--- config.mk ---
export PLATFORM = sky130hd
export DESIGN_NAME = cpcp_mid
export DESIGN_NICKNAME = d
export VERILOG_FILES = /design/src/sv/cpcp_pkg.sv /design/src/sv/cpcp_mid.sv
export SDC_FILE = /design/constraint.sdc
export NUM_CORES = 2
export LEC_CHECK = 0
export ABC_AREA = 1
export ABC_CLOCK_PERIOD_IN_PS = 31300
export BUFFER_PORTS_ARGS = -buffer_cell sky130_fd_sc_hd__clkbuf_2
export CAP_MARGIN = 20
export CORE_MARGIN = 5
export CORE_UTILIZATION = 56
export CTS_CLUSTER_SIZE = 25
export DETAILED_ROUTE_END_ITERATION = 8
export GPL_TIMING_DRIVEN = 0
export PLACE_DENSITY = 0.78
export SLEW_MARGIN = 20
export SYNTH_ARGS = -nofsm -noshare
export SYNTH_HDL_FRONTEND = slang
export SYNTH_SLANG_ARGS = --single-unit
--- constraint.sdc ---
create_clock -name clock -period 31.3 [get_ports clock]
set_input_delay 1.565 -clock clock [delete_from_list [all_inputs] [get_ports clock]]
set_output_delay 1.565 -clock clock [all_outputs]
set_load 0.01 [all_outputs]
--- src/sv/cpcp_pkg.sv ---
// Shared types, widths and helpers for the capsule pair closest point pipeline.
// No dependencies; every other file uses names from here by scope.
package cpcp_pkg;

   localparam int COORD_W = 16;
   localparam int DIFF_W  = 17;
   localparam int PROD_W  = 34;
   localparam int DOT_W   = 35;
   localparam int WIDE_W  = 36;
   localparam int LEN_W   = 34;
   localparam int FRAC_W  = 16;
   localparam int PARAM_W = FRAC_W + 1;
   localparam int QUO_W   = PARAM_W;
   localparam int NUM_W   = LEN_W + QUO_W;
   localparam int TN_W    = NUM_W + 2;
   localparam int LIMIT_W = 33;
   localparam int RAD_W   = 17;
   localparam int SEP_W   = 33;
   localparam int MUL_W   = DIFF_W + PARAM_W + 1;
   localparam int SQ_W    = 32;

   localparam int FRONT_STAGES = 4;
   localparam int MID_STAGES   = 2;
   localparam int BACK_STAGES  = 4;
   localparam int DIV_STAGES   = QUO_W;

   localparam logic [PARAM_W-1:0] PARAM_ONE = PARAM_W'(1) << FRAC_W;

   typedef enum logic [3:0] {
      KIND_BOTH = 4'b0001,
      KIND_A_PT = 4'b0010,
      KIND_B_PT = 4'b0100,
      KIND_GEN  = 4'b1000
   } kind_type;

   typedef enum logic [2:0] {
      DST_NONE = 3'b001,
      DST_S    = 3'b010,
      DST_T    = 3'b100
   } dst_type;

   typedef struct packed {
      logic signed [COORD_W-1:0] a_start_x;
      logic signed [COORD_W-1:0] a_start_y;
      logic signed [COORD_W-1:0] a_end_x;
      logic signed [COORD_W-1:0] a_end_y;
      logic signed [COORD_W-1:0] b_start_x;
      logic signed [COORD_W-1:0] b_start_y;
      logic signed [COORD_W-1:0] b_end_x;
      logic signed [COORD_W-1:0] b_end_y;
      logic        [COORD_W-1:0] radius_a;
      logic        [COORD_W-1:0] radius_b;
   } req_type;

   typedef struct packed {
      logic signed [COORD_W-1:0] near_a_x;
      logic signed [COORD_W-1:0] near_a_y;
      logic signed [COORD_W-1:0] near_b_x;
      logic signed [COORD_W-1:0] near_b_y;
      logic        [PARAM_W-1:0] param_s;
      logic        [PARAM_W-1:0] param_t;
      logic        [SEP_W-1:0]   separation_sq;
      logic                      overlapping;
   } rsp_type;

   typedef struct packed {
      logic signed [COORD_W-1:0] a0x;
      logic signed [COORD_W-1:0] a0y;
      logic signed [COORD_W-1:0] b0x;
      logic signed [COORD_W-1:0] b0y;
      logic signed [DIFF_W-1:0]  d1x;
      logic signed [DIFF_W-1:0]  d1y;
      logic signed [DIFF_W-1:0]  d2x;
      logic signed [DIFF_W-1:0]  d2y;
      logic        [RAD_W-1:0]   rs;
      logic        [LEN_W-1:0]   len_a;
      logic        [LEN_W-1:0]   len_e;
      logic signed [DOT_W-1:0]   dot_b;
      logic signed [DOT_W-1:0]   dot_c;
      logic signed [DOT_W-1:0]   dot_f;
      kind_type                  kind;
      dst_type                   dst;
      logic        [PARAM_W-1:0] s;
      logic        [PARAM_W-1:0] t;
   } ctx_type;

   typedef struct packed {
      ctx_type            ctx;
      logic [NUM_W-1:0]   num;
      logic [LEN_W-1:0]   den;
   } div_req_type;

   typedef struct packed {
      ctx_type            ctx;
      logic [QUO_W-1:0]   quo;
   } div_rsp_type;

   // dividend such that floor(result / den) is the clamped Q1.16 ratio
   function automatic logic [NUM_W-1:0] clamp_num(input logic signed [WIDE_W-1:0] num,
                                                  input logic [LEN_W-1:0] den);
      logic signed [WIDE_W-1:0] den_s;
      den_s = $signed({2'b00, den});
      if (num <= 0) begin
         clamp_num = '0;
      end else if (num >= den_s) begin
         clamp_num = {1'b0, den, {FRAC_W{1'b0}}};
      end else begin
         clamp_num = {1'b0, num[LEN_W-1:0], {FRAC_W{1'b0}}};
      end
   endfunction

endpackage

--- src/sv/cpcp_mid.sv ---
// Middle: places the first quotient, recomputes t from quantised s, and
// prepares the second divider operands. Depends on cpcp_pkg.
module cpcp_mid (
   input  logic                   clock,
   input  logic                   reset,
   input  logic                   in_valid,
   output logic                   in_ready,
   input  cpcp_pkg::div_rsp_type  in_data,
   output logic                   out_valid,
   input  logic                   out_ready,
   output cpcp_pkg::div_req_type  out_data
);

   typedef struct packed {
      cpcp_pkg::ctx_type                  ctx;
      logic signed [cpcp_pkg::TN_W-1:0]   prod;
      logic signed [cpcp_pkg::WIDE_W-1:0] bmc;
   } mul_type;

   localparam int N = cpcp_pkg::MID_STAGES;

   logic [N-1:0] vld_ff;
   logic [N:0]   rdy;
   mul_type      st1_ff, st1_in;
   cpcp_pkg::div_req_type st2_ff, st2_in;

   always_comb begin
      rdy[N] = out_ready;
      for (int k = N - 1; k >= 0; k--) begin
         rdy[k] = !vld_ff[k] || rdy[k+1];
      end
   end

   assign in_ready  = rdy[0];
   assign out_valid = vld_ff[N-1];
   assign out_data  = st2_ff;

   always_comb begin
      st1_in.ctx = in_data.ctx;
      case (in_data.ctx.kind)
         cpcp_pkg::KIND_A_PT: begin
            st1_in.ctx.s = '0;
            st1_in.ctx.t = in_data.quo;
         end
         cpcp_pkg::KIND_B_PT, cpcp_pkg::KIND_GEN: begin
            st1_in.ctx.s = in_data.quo;
            st1_in.ctx.t = '0;
         end
         default: begin
            st1_in.ctx.s = '0;
            st1_in.ctx.t = '0;
         end
      endcase
      st1_in.prod = in_data.ctx.dot_b * $signed({1'b0, in_data.quo});
      st1_in.bmc  = in_data.ctx.dot_b - in_data.ctx.dot_c;
   end

   always_comb begin
      logic signed [cpcp_pkg::DOT_W+cpcp_pkg::FRAC_W-1:0] f_sh;
      logic signed [cpcp_pkg::TN_W-1:0]                   e_sh;
      logic signed [cpcp_pkg::TN_W-1:0]                   tn;
      logic signed [cpcp_pkg::WIDE_W-1:0]                 neg_c;
      f_sh  = $signed({st1_ff.ctx.dot_f, {cpcp_pkg::FRAC_W{1'b0}}});
      e_sh  = $signed({3'b000, st1_ff.ctx.len_e, {cpcp_pkg::FRAC_W{1'b0}}});
      tn    = st1_ff.prod + f_sh;
      neg_c = -st1_ff.ctx.dot_c;
      st2_in.ctx     = st1_ff.ctx;
      st2_in.ctx.dst = cpcp_pkg::DST_NONE;
      st2_in.num     = '0;
      st2_in.den     = cpcp_pkg::LEN_W'(1);
      if (st1_ff.ctx.kind == cpcp_pkg::KIND_GEN) begin
         if (tn < 0) begin
            st2_in.ctx.t   = '0;
            st2_in.ctx.dst = cpcp_pkg::DST_S;
            st2_in.num     = cpcp_pkg::clamp_num(neg_c, st1_ff.ctx.len_a);
            st2_in.den     = st1_ff.ctx.len_a;
         end else if (tn > e_sh) begin
            st2_in.ctx.t   = cpcp_pkg::PARAM_ONE;
            st2_in.ctx.dst = cpcp_pkg::DST_S;
            st2_in.num     = cpcp_pkg::clamp_num(st1_ff.bmc, st1_ff.ctx.len_a);
            st2_in.den     = st1_ff.ctx.len_a;
         end else begin
            st2_in.ctx.dst = cpcp_pkg::DST_T;
            st2_in.num     = tn[cpcp_pkg::NUM_W-1:0];
            st2_in.den     = st1_ff.ctx.len_e;
         end
      end
   end

   always_ff @(posedge clock) begin
      if (reset) begin
         vld_ff <= '0;
      end else begin
         for (int k = 0; k < N; k++) begin
            if (rdy[k]) begin
               vld_ff[k] <= (k == 0) ? in_valid : vld_ff[k-1];
            end
         end
      end
   end

   always_ff @(posedge clock) begin
      if (rdy[0]) begin
         st1_ff <= st1_in;
      end
      if (rdy[1]) begin
         st2_ff <= st2_in;
      end
   end

endmodule

==> impl_metrics.yaml <==
layout:
  seq_area_um2: 27000
  utilization_pct: 64.8
  syn_to_final_growth_pct: 15.3
  multi_input_area_um2: 27200
  layout-drive-gt1-share_pct: 15.4
  fillers: 8529
  final_cell_count_no_fill: 8245
  nets: 8001
floorplanning:
  rows: 120
  die_area_um2: 114000
  die_x_um: 337
  start_util_pct: 56.2
  die_h_um: 337
  design.core.area_um2: 107000
  ios: 834
critical_path:
  max_stage_delay_ns: 0.83
  path_delay_family: "adder cells"
  cp-endpoint: "st1_ff[86]"
  worst_path_max_delay_cell: "clkbuf_1"
  reg2reg_to: "out_data[5]"
  worstSetupStartpoint: "in_data[3]"
  rrSetupSlack_ns: 25.64
  critPathMaxFanout: 10
  end_kind: "flop"
  arrival_ns: 9.01
  critPathKind: "input port to flop"
  cp.required_ns: 31.71
  cp.depth: 21
  regToRegStartpoint: "st1_ff[130]"
  cpMostUsedCell: "fa_1"
  reg2reg_depth: 33
  crit_chain: "clkbuf_1 > clkbuf_1 > nand2_1 > fa_1 > fa_1 > fa_1 > inv_1 > fa_1 > fa_1 > inv_1 > fa_1 > inv_1 > ha_1 > nand2_1 > nor4_1 > nand2_1 > o21ai_0 > a21oi_1 > or2_2 > nand3_1 > nand2_1"
  start_kind: "input port"
  cp_num_buf_inv: 5
placement:
  port-buffer-count: 779
  dp_cells: 8063
  gp_congestion: 1.05
  dp_hpwl_mm: 189
clock_tree:
  clock_sinks: 899
  cts_setup_buffers: 0
  cts_root_buf: "clkbuf_16"
  clk_pin_slew_ns: 0.06
  ctsHoldBuffers: 0
  worstSkewPairLatency_ns: 0.70
  cts_tree: "built"
  clockBufferDepth: 3
  cts-resized-gates: 0
  numCtsBuffers: 89
  h-tree-depth: 3
route:
  vias_per_cell: 5.62
  dr.pass1.iters: 5
  drc: 0
  routedWlPerCell_um: 27.8
  drt_iter0_markers: 4886
  antenna_left: 0
  routed_wl_mm: 229
  vias: 46300
timing:
  slew_headroom_pct: 15.7
  fmax_mhz: 116
  rsz0062_at_grt: "no"
  tightest_slew_ns: 1.26
  finalClockSkew_ns: 0.0416
  post-route-min-period_ns: 8.60
  hold_viol_final: 0
  setup_violations: 0
  period_share_pct: 27.5
  finalSetupTns_ns: 0
  slew_viol_final: 0
logic_synthesis:
  synth_cell_types: 58
  netlist_top_cells_count: "1292 x nand2_1, 1280 x inv_1, 897 x edfxtp_1"
  synth-edff-count: 897
  synth_largest_area_cell: "edfxtp_1"
  syn-cell-area_um2: 59900
  ys_seq_area_share_pct: 45.0
  syn_area_per_cell_um2: 10.2
  ys_warn_count: 0
  ys_ff_latch: 899
  synth-main-ff-cell: "edfxtp_1"
  postSynthCellCount: 5862
  synthArstFlopShare_pct: 0
  synth.most_common_cell: "nand2_1"
  syn_nets: 7112
  synth.top_cell.area_share_pct: 45.0
  synth_area_leaders: "edfxtp_1 45%, fa_1 19%, nand2_1 8.1%, inv_1 8.0%, ha_1 6.2%"
global_route:
  antenna_found_initial: 35
  grt_pass1_vias: 45900
  track_usage_pct: 39.7
  gr-total-overflow: 0
  grt_max_degree: 59
  grt_pass1_wl_mm: 320
hold_path:
  hold_class: "flop to flop"
power_and_ir_drop:
  cellPowerDensity_nw_per_um2: 130
  total_leakage_power_nw: 34.5
  ir_drop_mv: 0.158
job:
  max_cap_violations: 0
run_status:
  status: "complete, no violations"
[cells by family after synthesis]
| logic type | share of synthesized area [%] |
|---|---|
| compound gates | 3.78 |
| simple gates | 14.5 |
| flops | 45.0 |
| buf+inv | 9.58 |
| fa+ha+maj | 25.2 |
| xor+xnor | 1.91 |
| other cells | 0.00626 |
[layout by cell type, fill, tap and decap left out, types with 11 or more instances in the layout]
cell type | synthesis | routed
nor2_1 | 361 | 361
buf_2 | 15 | 15
clkbuf_16 | 0 | 89
nor3_1 | 23 | 23
nand3_1 | 260 | 259
edfxtp_1 | 897 | 897
buf_6 | 14 | 14
inv_1 | 1280 | 1280
a31oi_1 | 30 | 30
diode_2 | 0 | 17
o21ai_0 | 92 | 92
nand3_2 | 14 | 14
nand4_1 | 34 | 34
nor4_1 | 24 | 23
xor2_1 | 93 | 93
clkinv_1 | 1 | 22
a21o_1 | 15 | 15
nand2_1 | 1292 | 1291
clkbuf_1 | 153 | 164
clkbuf_2 | 0 | 782
xnor2_1 | 34 | 34
clkinv_2 | 0 | 11
buf_16 | 0 | 13
ha_1 | 298 | 298
nand2_2 | 18 | 18
nor2_2 | 11 | 11
fa_1 | 568 | 568
o21bai_1 | 11 | 11
a21oi_1 | 225 | 225
[registers in the layout, summed over array words and instances, names as in the netlist]
name      cells
vld_ff        2
out_data    448
st1_ff      449
[worst min path at each step]
| stage | start | endpoint | slack (ns) | cells past startpoint |
|---|---|---|---|---|
| floorplan | st1_ff[106] | out_data[102] | 0.40 | 0 |
| global placement | st1_ff[117] | out_data[113] | 0.40 | 0 |
| detailed placement | st1_ff[114] | out_data[110] | 0.40 | 0 |
| CTS | st1_ff[409] | out_data[405] | 0.41 | 0 |
| global route | st1_ff[434] | out_data[430] | 0.42 | 0 |
| finish | st1_ff[409] | out_data[405] | 0.41 | 0 |
[per-stage QoR]
stage / instance area, um^2 / hold WS, ns / power, W / setup WS (ns)
2_1_floorplan: 59900 / 0.400 / 0.00575 / 15.26
3_5_place_dp: 66100 / 0.405 / 0.00775 / 22.16
6_report: 69100 / 0.411 / 0.00900 / 22.70
5_1_grt: 69000 / 0.424 / 0.00968 / 22.58
3_3_place_gp: 65600 / 0.400 / 0.00771 / 8.49
4_1_cts: 69000 / 0.411 / 0.00886 / 22.89
[area by class of cell]
cell class,count,area share [%]
Clock buffer,104,3.32
Tap cell,1403,2.54
Antenna cell,17,0.0616
Timing Repair Buffer,798,6.32
Clock inverter,61,0.946
Inverter,1288,7.00
Multi-Input combinational cell,3481,39.4
Sequential cell,899,39.1
Buffer,194,1.31
[power by group]
part           total [W]  internal [W]  leakage [nW]  switching (W)
clock            0.00109      0.000594          1.42       0.000498
combinational    0.00612       0.00207          23.4        0.00404
sequential       0.00179       0.00169          9.66      0.0000969
[worst register-to-register path: cells and delay by family (launching register included)]
kind | cells | cell delay [ns]
fa+ha+maj | 3 | 1.10
compound gates | 1 | 0.22
flops | 1 | 0.52
buf+inv | 4 | 0.59
simple gates | 25 | 2.89
[per-layer routing]
metal / GRT usage [%] / wire, um
met5: 0 / 170
met4: 26.0 / 19000
met3: 10.0 / 24900
met2: 61.2 / 102000
met1: 50.4 / 82600
No activity file was read; power rests on OpenSTA's default activity.
